==> src/rtl/core/shc_pkg.sv <==
// ----------------------------------------------------------------------------
// shc_pkg: shared types and constants of the soft/hard clipper
// Holds the register map, the configuration bundle, the fixed field widths
// and the elaboration-time builder for the tanh table.
// ----------------------------------------------------------------------------
package shc_pkg;

	localparam int SHC_SAMPLE_BITS     = 24;
	localparam int SHC_GAIN_W          = 24;
	localparam int SHC_FRAC16_W        = 17;
	localparam int SHC_CFG_INDEX_W     = 3;
	localparam int SHC_CFG_DATA_W      = 24;
	localparam int SHC_TANH_ADDR_BITS  = 8;
	localparam int SHC_TANH_DEPTH      = 1 << SHC_TANH_ADDR_BITS;
	localparam int SHC_PIPE_STAGES     = 15;
	localparam int SHC_RND_SHIFT       = 16;

	localparam logic [SHC_FRAC16_W-1:0] SHC_UNITY16    = 17'd65536;
	localparam logic [SHC_FRAC16_W-1:0] SHC_CEIL_MIN   = 17'd3277;
	localparam logic [SHC_GAIN_W-1:0]   SHC_GAIN_RESET = 24'd65536;
	localparam logic [SHC_FRAC16_W-1:0] SHC_HALF16     = 17'd32768;
	localparam logic [63:0]             SHC_TANH_STEP  = (64'd16 << 30) / SHC_TANH_DEPTH;

	typedef enum logic [SHC_CFG_INDEX_W-1:0] {
		CFG_PRE_GAIN,
		CFG_DRIVE_GAIN,
		CFG_CEILING_LEVEL,
		CFG_SAT_BLEND,
		CFG_TRIM_GAIN,
		CFG_WET_MIX,
		CFG_POWER_ON
	} shc_cfg_idx_t;

	typedef struct packed {
		logic [SHC_GAIN_W-1:0]   pre_gain;
		logic [SHC_GAIN_W-1:0]   drive_gain;
		logic [SHC_GAIN_W-1:0]   trim_gain;
		logic [SHC_FRAC16_W-1:0] ceiling_level;
		logic [SHC_FRAC16_W-1:0] sat_blend;
		logic [SHC_FRAC16_W-1:0] wet_mix;
		logic                    power_on;
	} shc_cfg_t;

	// Unsigned long division, used only while the table is built.
	function automatic logic [63:0] udiv64(input logic [63:0] num, input logic [63:0] den);
		logic [63:0] q;
		logic [64:0] rem;
		q   = '0;
		rem = '0;
		for (int b = 63; b >= 0; b--) begin
			rem = {rem[63:0], num[b]};
			if (rem >= {1'b0, den}) begin
				rem  = rem - {1'b0, den};
				q[b] = 1'b1;
			end
		end
		return q;
	endfunction

	// Entry k of the tanh table on [0, 8], built from a Taylor series of e^-a.
	function automatic logic [63:0] tanh_rom_entry(input int k, input int frac_bits);
		logic [63:0] one30;
		logic [63:0] a;
		logic [63:0] term;
		logic [63:0] r;
		logic [63:0] e;
		logic [63:0] den;
		one30 = 64'd1 << 30;
		a     = SHC_TANH_STEP;
		term  = one30;
		r     = one30;
		e     = one30;
		for (int n = 1; n <= 12; n++) begin
			term = udiv64((term * a) >> 30, 64'(n));
			if ((n & 1) == 1) begin
				r = r - term;
			end else begin
				r = r + term;
			end
		end
		for (int j = 0; j < k; j++) begin
			e = (e * r + (one30 >> 1)) >> 30;
		end
		den = one30 + e;
		return udiv64(((one30 - e) << frac_bits) + (den >> 1), den);
	endfunction

endpackage

==> src/rtl/core/shc_cfg.sv <==
// ----------------------------------------------------------------------------
// shc_cfg: configuration registers
// Takes register writes, keeps the settings and presents them with the
// ceiling, blend and mix limits already applied.
// ----------------------------------------------------------------------------
module shc_cfg import shc_pkg::*; #(
	parameter int SAMPLE_BITS = SHC_SAMPLE_BITS
) (
	input  logic                       clk,
	input  logic                       arst_n,
	input  logic                       cfg_valid,
	output logic                       cfg_ready,
	input  logic [SHC_CFG_INDEX_W-1:0] cfg_index,
	input  logic [SHC_CFG_DATA_W-1:0]  cfg_data,
	output shc_cfg_t                   cfg,
	output logic [SAMPLE_BITS-1:0]     ceil_q
);

	localparam int F = SAMPLE_BITS - 1;

	logic [SHC_GAIN_W-1:0]   pre_gain_q;
	logic [SHC_GAIN_W-1:0]   drive_gain_q;
	logic [SHC_GAIN_W-1:0]   trim_gain_q;
	logic [SHC_FRAC16_W-1:0] ceiling_level_q;
	logic [SHC_FRAC16_W-1:0] sat_blend_q;
	logic [SHC_FRAC16_W-1:0] wet_mix_q;
	logic                    power_on_q;
	logic [SHC_FRAC16_W-1:0] ceil_clamped;
	logic [SHC_FRAC16_W+F-1:0] ceil_shifted;

	assign cfg_ready = 1'b1;

	always_ff @(posedge clk or negedge arst_n) begin
		if (!arst_n) begin
			pre_gain_q      <= SHC_GAIN_RESET;
			drive_gain_q    <= SHC_GAIN_RESET;
			trim_gain_q     <= SHC_GAIN_RESET;
			ceiling_level_q <= SHC_UNITY16;
			sat_blend_q     <= SHC_HALF16;
			wet_mix_q       <= SHC_UNITY16;
			power_on_q      <= 1'b0;
		end else if (cfg_valid) begin
			unique case (shc_cfg_idx_t'(cfg_index))
				CFG_PRE_GAIN:      pre_gain_q      <= cfg_data;
				CFG_DRIVE_GAIN:    drive_gain_q    <= cfg_data;
				CFG_CEILING_LEVEL: ceiling_level_q <= cfg_data[SHC_FRAC16_W-1:0];
				CFG_SAT_BLEND:     sat_blend_q     <= cfg_data[SHC_FRAC16_W-1:0];
				CFG_TRIM_GAIN:     trim_gain_q     <= cfg_data;
				CFG_WET_MIX:       wet_mix_q       <= cfg_data[SHC_FRAC16_W-1:0];
				CFG_POWER_ON:      power_on_q      <= cfg_data[0];
				default: begin
				end
			endcase
		end
	end

	always_comb begin
		if (ceiling_level_q < SHC_CEIL_MIN) begin
			ceil_clamped = SHC_CEIL_MIN;
		end else if (ceiling_level_q > SHC_UNITY16) begin
			ceil_clamped = SHC_UNITY16;
		end else begin
			ceil_clamped = ceiling_level_q;
		end
		cfg.pre_gain      = pre_gain_q;
		cfg.drive_gain    = drive_gain_q;
		cfg.trim_gain     = trim_gain_q;
		cfg.ceiling_level = ceil_clamped;
		cfg.sat_blend     = (sat_blend_q > SHC_UNITY16) ? SHC_UNITY16 : sat_blend_q;
		cfg.wet_mix       = (wet_mix_q > SHC_UNITY16) ? SHC_UNITY16 : wet_mix_q;
		cfg.power_on      = power_on_q;
	end

	assign ceil_shifted = {ceil_clamped, {F{1'b0}}};
	assign ceil_q       = ceil_shifted[F+SHC_RND_SHIFT:SHC_RND_SHIFT];

endmodule

==> config.mk <==
export PLATFORM = sky130hd
export DESIGN_NAME = shc_cfg
export DESIGN_NICKNAME = d
export VERILOG_FILES = /design/src/rtl/core/shc_pkg.sv /design/src/rtl/core/shc_cfg.sv
export SDC_FILE = /design/constraint.sdc
export NUM_CORES = 1
export LEC_CHECK = 0
export BUFFER_PORTS_ARGS = -buffer_cell sky130_fd_sc_hd__buf_2
export CORE_MARGIN = 2
export CORE_UTILIZATION = 25
export DETAILED_ROUTE_END_ITERATION = 8
export GPL_ROUTABILITY_DRIVEN = 0
export REMOVE_ABC_BUFFERS = 1
export SKIP_LAST_GASP = 1
export SYNTH_ARGS = -nofsm -noshare
export SYNTH_HDL_FRONTEND = slang
export SYNTH_SLANG_ARGS = --single-unit
==> constraint.sdc <==
create_clock -name clk -period 2 [get_ports clk]
set_clock_uncertainty 0.05 [all_clocks]
set_input_delay 0.3 -clock clk [delete_from_list [all_inputs] [get_ports clk]]
set_output_delay 0.3 -clock clk [all_outputs]
set_load 0.03 [all_outputs]
## Word-level counts from Yosys, hierarchy flattened

Index checks and enable logic that the tools add are counted.

- Register bits after elaboration: 124
- Word-level logic and storage cells: 29
- Bits of input ports: 30

- Equal/unequal tests: 6
- Reductions and logical operators: 8
- Magnitude comparators: 4
- Mux-type cells: 4

Operator list:

| operator | count |
|---|---|
| $mux 17 | 4 |
| $gt 17x17->1 const B | 3 |
| $lt 17x12->1 const B | 1 |
| $reduce_and 2->1 | 7 |
| $eq 3x3->1 const B | 3 |
| $eq 3x2->1 const B | 2 |
| $eq 3x1->1 const B | 1 |
| $logic_not 3->1 | 1 |

## Longest topological paths before layout

Gate-level depths: netlist of run 1.

- Depth in word-level cells: 3
- Mapped depth: 5
- Depth with buffers taken out: 3

## Least setup slack after synthesis of run 1

OpenSTA, ideal clock, no wires.

- Kind: register -> output
- Start: reg ceiling_level_q[13]
- End: out cfg[36] in the netlist's numbering
- Stages on the path, launching flop included: 6
- Path buffers: 2
- Setup slack: -0.581 ns
- Arrival: 2.231 ns
- Path through: dfrtp_1 nor4_4 a41oi_1 buf_2 a211oi_1 buf_4

- Word-level cells in the longest chain between the ends: 3
- Elaborated cells between the ends (all ways): 4

Ends and longest elaborated chain:

| what | RTL line | source |
|---|---|---|
| start, declared | shc_cfg.sv:24 | `logic [SHC_FRAC16_W-1:0] ceiling_level_q;` |
| start signal, assigned | shc_cfg.sv:46 | `CFG_CEILING_LEVEL: ceiling_level_q <= cfg_data[SHC_FRAC16_W-1:0];` |
| $gt 17x17->1 | shc_cfg.sv:60 | `end else if (ceiling_level_q > SHC_UNITY16) begin` |
| $mux 17 | shc_cfg.sv:60 |  |
| $mux 17 * | shc_cfg.sv:58 | `if (ceiling_level_q < SHC_CEIL_MIN) begin` |
| end, declared | shc_cfg.sv:15 | `output shc_cfg_t cfg,` |

Mark *: on every way between the ends. The rest lies on a longest branch, timed or not.

## Worst setup path in the final report of run 1

- Start: reg ceiling_level_q[13]
- End: out ceil_q[15]

- Word-level cells in the longest chain between the ends: 3
- Elaborated cells between the ends (all ways): 4

Ends and longest elaborated chain:

| what | RTL line | source |
|---|---|---|
| $gt 17x17->1 | shc_cfg.sv:60 |  |
| $mux 17 | shc_cfg.sv:60 |  |
| $mux 17 * | shc_cfg.sv:58 |  |
| end, declared | shc_cfg.sv:16 | `output logic [SAMPLE_BITS-1:0] ceil_q` |

Marks and branches as above.

==> run metrics, run 1 <==
status=finished, violations left; violated checks=negative setup slack; Lkg Pwr=about 3.7 nW; Sequential Power Share=0.320; vias in the first global route=between 4000 and 5000; drt total wl=between 15 and 20 mm; Power Density=1320 nW/µm²; clock-pin slew on the worst setup and hold paths=about 0.060 ns; die area=about 23000 µm²; Global Route Usage Sum=0.135; register-to-register setup slack=about 0.92 ns; number of fill cells=about 2100; Initial Util=0.254; die width=approximately 150 µm; share of cells above drive strength 1=0.725; R2R depth=3; crit-path max FO=6; Slew Limit Fails=0; Clock Tree Buf Depth=2; flip-flop and latch count after synthesis=about 120; adder-cell share of the synthesized area=0; Worst EP arrival=between 2 and 2.5 ns; Synth top area share=0.535; hold crit path type=primary input to flop; Final min period=about 2.4 ns; Synth area leaders=dfrtp_1, mux2_2, nor2b_1; post-detail-place hpwl=10.9 mm; fraction of registers with async set/reset=1.00; final-report hold violation count=0; critical-path cell list=nor4_4 > a41oi_2 > buf_6 > a211oi_2 > buf_4; largest family of logic cells by synthesized area=multiplexers; CTS Root Cell=clkbuf_16; Peak VDD IR=around 0.58 mV; Slowest-stage cell, CP=dfrtp_1; drt via density=about 4.4; min-delay src=cfg_data[20]; H-tree Lvls=4; xor/xnor cell area share of the yosys netlist=0; CTS tree=built; Synth Area in Compound Gates=0.0256; WP buf/inv=2; Via Count=around 3900; synthesized instance count=385; Internal Power=approximately 0.007 W; relative slew slack=0.568; syn avg cell area=about 14 µm²; first-pass GRT wire length=24.0 mm; worst setup margin=-0.356 ns; Critical Path Start Type=flop; Hold Path Cell Cnt=2; Switching Fraction=0.366; Area Growth Syn to Fin=48.8%; global route overflow=0; initial antenna violation count=0; critical path's top delay family=compound AO/OA/AOI/OAI gates; placement row count=54; clk_lat worst skew=roughly 0.40 ns; Setup crit end kind=output port; post-route antenna net violation count=0; critical path's largest stage delay=about 0.4 ns; crit path kind=flop to output port; instance area at placement=between 6000 and 7000 µm²; largest net degree at the start of global routing=38; drt initial violations=about 130; Comb pwr share=0.380; setup violators final=50; Max Cap Violations=0; Antenna diodes=0; Post-synth EDFFs=0; mux contribution to synthesized area=0.260; Fmax=roughly 420 MHz; CTS buffer count=17; I/O Buffers=170; yosys warns=0; Worst-Margin Slew=0.646 ns; terminus of the critical flop-to-flop path=ceiling_level_q[1]; worst r2r src=ceiling_level_q[1]; NumNets Final=620; Clock power frac=0.300; # clock sinks=between 100 and 150; Die Span Y=153 µm; IO Count=approximately 180; Place WS=-0.196 ns; netlist area before placement=5520 µm²; core area=21800 µm²; area leader, netlist=dfrtp_1; DR pass1 iterations=4; Yosys cell types=31; worst hold endpoint=pre_gain_q[20]; DRC Markers=0; design area=about 8000 µm²; RSZ-0062 raised after global routing=yes; Synth Area in Simple Gates=0.0850; Psw=0.00397 W; Top FF cell, synth=dfrtp_1; CP Data Required Time=about 1.7 ns; sequential fraction of the synthesis area=0.563; WL/cell=around 18 µm; Final period util=1.18
==> layer usage <==
| layer | global-route usage | part of all wire | vias to the layer above |
|---|---|---|---|
| met5 | 0 | 0 | - |
| met2 | 0.223 | 0.50 | 130 |
| met4 | 0.0485 | 0.016 | 0 |
| met3 | 0.0344 | 0.048 | 15 |
| met1 | 0.172 | 0.44 | 1980 |
| li1 | - | - | 1740 |
==> power groups by stage <==
stage,Clock [W],Sequential [W],Combinational (W)
after global routing,0.00346,0.00356,0.00435
after floorplan,0,0.00413,0.00151
after CTS,0.00335,0.00347,0.00388
after global placement,0,0.00345,0.00337
final,0.00325,0.00348,0.00413
after detailed placement,0,0.00347,0.00340
==> worst max path at each step <==
| stage | startpoint | endpoint | slack (ns) | cells past startpoint |
|---|---|---|---|---|
| after CTS | ceiling_level_q[12] | ceil_q[16] | -0.36 | 4 |
| after floorplan | ceiling_level_q[13] | ceil_q[11] | -0.94 | 3 |
| after detailed placement | sat_blend_q[11] | cfg[33] | -0.20 | 6 |
| after global placement | sat_blend_q[12] | cfg[29] | -0.13 | 6 |
| final | ceiling_level_q[13] | ceil_q[15] | -0.36 | 5 |
| after global routing | sat_blend_q[11] | cfg[30] | -0.42 | 6 |
==> per-stage QoR <==
stage                     hold slack [ns]  setup TNS, ns  utilization  total power (W)  instances
after floorplan                   -0.0456         -15.49            -          0.00564        350
after global placement              0.186         -0.713        0.310          0.00682        834
after detailed placement            0.185          -1.77        0.310          0.00686        834
after CTS                          0.0659         -14.40        0.364           0.0107        877
after global routing               0.0750         -17.61        0.378           0.0114        883
final                              0.0905         -13.41        0.378           0.0109        883
==> worst register-to-register path: cells and delay by family, from the launching register on <==
kind	cells	cell delay, ns
mux	1	0.25
flops	1	0.40
buf+inv	2	0.27
==> layout by cell type (no fill, tap or decap), types with 3 or more instances in the layout <==
master and count:
a211oi_4 4, dfstp_2 6, buf_4 50, clkinv_4 3, mux2_4 10, buf_2 117
dfrtp_1 118, clkinvlp_4 4, mux2_2 112, nor4_4 3, nor2b_4 15, nor2b_2 4
conb_1 8, nor4_2 9, bufinv_16 4, buf_6 49, inv_1 11, nor2_4 3
clkbuf_16 17, nor2b_1 17, buf_12 4
==> flip-flops by register name (all words and copies together) (netlist names) <==
signal,flops
drive_gain_q,24
pre_gain_q,24
trim_gain_q,24
ceiling_level_q,17
sat_blend_q,17
wet_mix_q,17
power_on_q,1
==> layout make-up <==
type / instances / area, µm² / area share
clock buffers: 18 / 429 / 0.0522
clock inverters: 14 / 195 / 0.0238
inverters: 11 / 41.3 / 0.00503
multi-input cells: 215 / 2490 / 0.303
flip-flops and latches: 124 / 3110 / 0.379
well taps: 280 / 350 / 0.0426
repair buffers: 221 / 1600 / 0.195
==> cell usage after synthesis (2+ instances only) <==
library cell / instances
nor2_1: 6
buf_6: 5
nor4_1: 11
o22ai_1: 3
mux2_4: 10
mux2_2: 112
a41oi_1: 3
nor2b_1: 36
mux2_1: 2
dfrtp_1: 118
clkbuf_1: 3
a211oi_1: 6
inv_1: 11
nand2_1: 2
dfstp_2: 6
o211ai_1: 2
a22o_1: 2
buf_2: 4
nand4b_2: 2
conb_1: 2
buf_4: 28
nor3b_4: 2
==> logic make-up (layout without fill, tap and decap cells) <==
kind of cell           Yosys count  count (layout)
AO/OA/AOI/OAI                   18              18
buffers and inverters           52             264
flip-flops                     124             124
multiplexers                   124             124
AND/OR/NAND/NOR                 65              65
other                            2               8
==> what timing repair did <==
item	in CTS	in global routing
endpoints found under the hold margin	31	0
pin swaps	6	13
gates cloned	1	0
buffers inserted	9	6
hold buffers	1	0
resized for setup	123	63
endpoints found under the setup margin	52	52
Power figures use the tool's default switching activity.
==> inputs of run 2 (changes only) <==
--- a/config.mk
+++ b/config.mk
@@ -10,6 +10,7 @@
 export CORE_UTILIZATION = 25
 export DETAILED_ROUTE_END_ITERATION = 8
 export GPL_ROUTABILITY_DRIVEN = 0
+export PLACE_DENSITY = 0.42
 export REMOVE_ABC_BUFFERS = 1
 export SKIP_LAST_GASP = 1
 export SYNTH_ARGS = -nofsm -noshare
==> run metrics, run 2 (synthesis results as in run 1) <==
commonest non-fill, non-tap cells in the layout=dfrtp_1, buf_2, mux2_2; # clock sinks=124 (unchanged); Critical Path Start Type=flop; die width=153 µm (unchanged); drt initial violations=75 (-40%); Worst-Margin Slew=0.708 ns (+0.0614 ns); drt via density=4.37 (-0.19%); Sequential Power Share=0.329 (+0.009); NumNets Final=615 (-0.81%); Slowest-stage cell, CP=a211o_4; Global Route Usage Sum=0.139 (+0.00353); Slew Limit Fails=0 (unchanged); instance area at placement=6710 µm² (-0.48%); post-route antenna net violation count=0 (unchanged); setup violators final=52 (+4.0%); CTS buffer count=17 (unchanged); Die Span Y=153 µm (unchanged); Top Registers=drive_gain_q (24), pre_gain_q (24), trim_gain_q (24); fin util=0.372 (-0.00546); largest net degree at the start of global routing=48 (+26%); WP buf/inv=3 (+1); RSZ-0062 raised after global routing=yes; Peak VDD IR=0.566 mV (-2.5%); Lkg Pwr=3.69 nW (-1.7%); DR pass1 iterations=4 (unchanged); initial antenna violation count=0 (unchanged); critical-path cell list=buf_4 > o211ai_1 > a211o_4 > buf_6 > a22o_4 > buf_6; Setup crit end kind=output port; drt total wl=15.8 mm (+2.0%); I/O Buffers=170 (unchanged); design area=8100 µm² (-1.4%); final-report hold violation count=0 (unchanged); most used cell, CP=buf_6; core area=21800 µm² (unchanged); Antenna diodes=0 (unchanged); violated checks=negative setup slack; Via Count=3836 (-0.75%); share of cells above drive strength 1=0.709 (-0.0157); Final min period=2.34 ns (-0.0154 ns); DRC Markers=0 (unchanged); clk_lat worst skew=0.40 ns (about the same); critical path's top delay family=compound AO/OA/AOI/OAI gates; die area=23300 µm² (unchanged); CTS Root Cell=clkbuf_16; vias in the first global route=4155 (+2.7%); Power Density=1310 nW/µm² (-0.56%); critical path's largest stage delay=0.44 ns (+0.04 ns); Final period util=1.17 (-0.00769); CP Launch Point=ceiling_level_q[0]; first-pass GRT wire length=24.7 mm (+2.7%); WL/cell=18.0 µm (+2.6%); CTS tree=built; post-detail-place hpwl=11.2 mm (+2.3%); Comb pwr share=0.380 (about the same); Place WS=-0.146 ns (+0.0492 ns); Psw=0.00391 W (-1.5%); Area Growth Syn to Fin=46.7%; Clock Tree Buf Depth=2 (unchanged); worst r2r src=ceiling_level_q[12]; placement row count=54 (unchanged); leading cell type in the layout, fill and taps excluded=dfrtp_1; Internal Power=0.00673 W (-2.3%); Fmax=427 MHz (+0.66%); crit path kind=flop to output port; min-delay src=cfg_data[20]; hold crit path type=primary input to flop; crit-path max FO=6 (unchanged); H-tree Lvls=4 (unchanged); clock-pin slew on the worst setup and hold paths=0.05 ns (about the same); Initial Util=0.254 (unchanged); worst setup margin=-0.341 ns (+0.0154 ns); Worst EP arrival=1.99 ns (-0.02 ns); worst hold slack=0.0896 ns (-0.000893 ns); Switching Fraction=0.368 (+0.00190); Clock power frac=0.291 (-0.009); status=finished, violations left; CP Data Required Time=1.65 ns (about the same); global route overflow=0 (unchanged); Max Cap Violations=0 (unchanged); IO Count=179 (unchanged); relative slew slack=0.526 (-0.0411); setup TNS=-14.15 ns (-0.739 ns)
run 2: cell count changes in the layout (fill, tap and decap cells not counted), moves of 3 or more:
cell,change
nor2b_4,-3
nor4_2,-3
buf_6,-4
nor2b_1,+5
run 2: final timing paths:
kind	to	slack, ns	depth (start not counted)
setup / recovery	cfg[38]	-0.34	6
hold / removal	pre_gain_q[20]	0.09	2
setup reg to reg	ceiling_level_q[12]	1.00	2
hold reg to reg	pre_gain_q[20]	0.43	1
max in group asynchronous	trim_gain_q[16]	0.81	3
min in group asynchronous	trim_gain_q[0]	0.34	2
run 2: layout make-up:
cell class	count	area, µm²
Inverter	11	41.3
Tap cell	280	350
Multi-Input combinational cell	215	2480
Timing Repair Buffer	216	1530
Fill cell	2122	13700
Clock buffer	21	450
Sequential cell	124	3110
Clock inverter	11	144
run 2: repair_timing:
| item | 4_1_cts | 5_1_grt |
|---|---|---|
| buffers inserted | 6 | 4 |
| hold endpoints to repair | 44 | 0 |
| endpoints found under the setup margin | 52 | 52 |
| pin swaps | 7 | 8 |
| gates resized for setup | 110 | 63 |
| cloned | 2 | 0 |
| hold buffers | 1 | 0 |
run 2: power groups by stage:
stage	logic, W	clock network (W)	registers, W
global route	0.00427	0.00333	0.00358
global placement	0.00338	0	0.00346
detailed placement	0.00339	0	0.00348
floorplan	0.00151	0	0.00413
CTS	0.00382	0.00319	0.00348
finish	0.00404	0.00310	0.00350
run 2: worst register-to-register path, delay by kind of cell, from the launching register on:
family | cells | cell delay, ns
DFF | 1 | 0.42
muxes | 1 | 0.26
buffers and inverters | 1 | 0.16
run 2: metrics by stage:
step / instances / total power [W]
2_1_floorplan: 350 / 0.00564
3_3_place_gp: 833 / 0.00684
3_5_place_dp: 833 / 0.00687
4_1_cts: 874 / 0.0105
5_1_grt: 878 / 0.0112
6_report: 878 / 0.0106
run 2: routing by layer:
metal / track usage / routed length (µm)
met1: 0.176 / 7080
met3: 0.0501 / 1030
met2: 0.224 / 7550
met4: 0.0397 / 167
met5: 0 / 0
==> inputs of run 3 (changes only) <==
--- a/config.mk
+++ b/config.mk
@@ -10,6 +10,7 @@
 export CORE_UTILIZATION = 25
 export DETAILED_ROUTE_END_ITERATION = 8
 export GPL_ROUTABILITY_DRIVEN = 0
+export GPL_TIMING_DRIVEN = 0
 export PLACE_DENSITY = 0.42
 export REMOVE_ABC_BUFFERS = 1
 export SKIP_LAST_GASP = 1
==> constraint.sdc (replaced) <==
create_clock -name clk -period 2 [get_ports clk]
set_clock_uncertainty 0.05 [all_clocks]
set_input_delay 0.6 -clock clk [delete_from_list [all_inputs] [get_ports clk]]
set_output_delay 0.6 -clock clk [all_outputs]
set_load 0.03 [all_outputs]
==> run metrics, run 3 (synthesis results as in run 1) <==
status=finished, violations left; violated checks=negative setup slack; final non-filler cell total=873 (-0.57%); register-to-register setup slack=1.01 ns (about the same); CTS buffer count=17 (unchanged); die area=23300 µm² (unchanged); WL met3=959 µm (-6.5%); number of fill cells=2094 (-1.3%); Power Density=1280 nW/µm² (-2.7%); DRC Markers=0 (unchanged); Lkg Pwr=3.65 nW (-0.98%); area occupied by multi-input gates=2570 µm² (+3.7%); global route overflow=0 (unchanged); post-detail-place hpwl=11.0 mm (-1.9%); die width=153 µm (unchanged); IO Count=179 (unchanged); CTS tree=built; Max Cap Violations=0 (unchanged); Slew Limit Fails=0 (unchanged); Worst-Margin Slew=0.752 ns (+0.0443 ns); Initial Util=0.254 (unchanged); clk_lat worst skew=0.41 ns (about the same); met2 WL=7.86 mm (+4.0%); WL/cell=18.3 µm (+1.5%); Die Span Y=153 µm (unchanged); DR pass1 iterations=4 (unchanged); total power draw=0.0105 W (-1.6%); hold crit path type=primary input to asynchronous set/reset pin; H-tree Lvls=4 (unchanged); Final min period=2.73 ns (+0.392 ns); Critical Path Start Type=flop; Top Metal Used=met4; Setup crit end kind=output port; FF/Latch Area=3120 µm² (+0.32%); CTS Root Cell=clkbuf_16; Antenna diodes=0 (unchanged); Peak VDD IR=0.566 mV (about the same); Final period util=1.37 (+0.196); setup violators final=52 (unchanged); relative slew slack=0.497 (-0.0296); Area Growth Syn to Fin=48.4%; Top Registers=drive_gain_q (24), pre_gain_q (24), trim_gain_q (24); crit path kind=flop to output port; drt total wl=16.0 mm (+0.88%); initial antenna violation count=0 (unchanged); largest net degree at the start of global routing=66 (+38%); Worst EP arrival=2.08 ns (+0.09 ns); first-pass GRT wire length=24.4 mm (-1.0%); Via Count=3860 (+0.63%); post-route antenna net violation count=0 (unchanged); Fmax=366 MHz (-14%); I/O Buffers=170 (unchanged); fin util=0.377 (+0.00431); crit-path max FO=4 (-2); clock-pin slew on the worst setup and hold paths=0.05 ns (about the same); share of cells above drive strength 1=0.712 (+0.00261); final-report hold violation count=0 (unchanged); # placed instances=804 (-3.5%); Clock Tree Buf Depth=2 (unchanged); worst setup margin=-0.733 ns (-0.392 ns); NumNets Final=613 (-0.33%); worst hold slack=0.136 ns (+0.0461 ns); Global Route Usage Sum=0.137 (-0.00153); cts hold-fix bufs=0 (-1); vias in the first global route=4091 (-1.5%); core area=21800 µm² (unchanged); Place WS=-0.835 ns (-0.688 ns); wl on met1=7.02 mm (-0.93%); drt initial violations=108 (+44%); CP Data Required Time=1.35 ns (-0.30 ns); # clock sinks=124 (unchanged); placement row count=54 (unchanged); commonest non-fill, non-tap cells in the layout=mux2_2, buf_2, dfrtp_1; drt via density=4.42 (+1.2%); RSZ-0062 raised after global routing=yes
==> run 3: routing by layer <==
metal  vias up  GRT usage
met4         0     0.0406
met5         -          0
met2       124      0.224
li1       1739          -
met3        12     0.0458
met1      1985      0.173
==> run 3: where the power goes <==
part           internal [W]  switching (W)  total, W
logic               0.00163        0.00239   0.00402
clock network       0.00182        0.00107   0.00289
registers           0.00309       0.000472   0.00357
==> run 3: repair_timing <==
| item | CTS | global route |
|---|---|---|
| buffers inserted | 21 | 17 |
| endpoints found under the setup margin | 70 | 82 |
| resized for setup | 136 | 33 |
| cloned | 3 | 0 |
| pin swaps | 23 | 26 |
==> run 3: per-stage QoR <==
| step | setup TNS (ns) | cell area [µm²] |
|---|---|---|
| floorplan | -32.90 | 5230 |
| global placement | -282.23 | 6430 |
| detailed placement | -70.06 | 6550 |
| CTS | -30.78 | 7900 |
| global route | -35.35 | 8190 |
| finish | -30.27 | 8190 |
==> run 3: worst paths after layout <==
check	from	end	depth (start not counted)
worst min register to register	drive_gain_q[21]	drive_gain_q[21]	1
min in group clk	cfg_data[18]	pre_gain_q[18]	2
max in group asynchronous	arst_n	wet_mix_q[16]	2
worst min-delay path	arst_n	pre_gain_q[0]	1
worst max register to register	wet_mix_q[15]	wet_mix_q[15]	2
worst max-delay path	ceiling_level_q[9]	ceil_q[11]	4
==> run 3: final cells by class <==
class                           count  share of cell area
Tap cell                          280              0.0428
Clock buffer                       23              0.0596
Sequential cell                   124               0.381
Clock inverter                      6             0.00779
Inverter                           11             0.00550
Timing Repair Buffer              211               0.190
Multi-Input combinational cell    218               0.313
==> run 3: worst max-delay path: stages, from the launching register on <==
cell,delay [ns]
dfrtp_2,0.43
nor4_4,0.44
a41oi_4,0.26
a211oi_4,0.36
buf_6,0.18
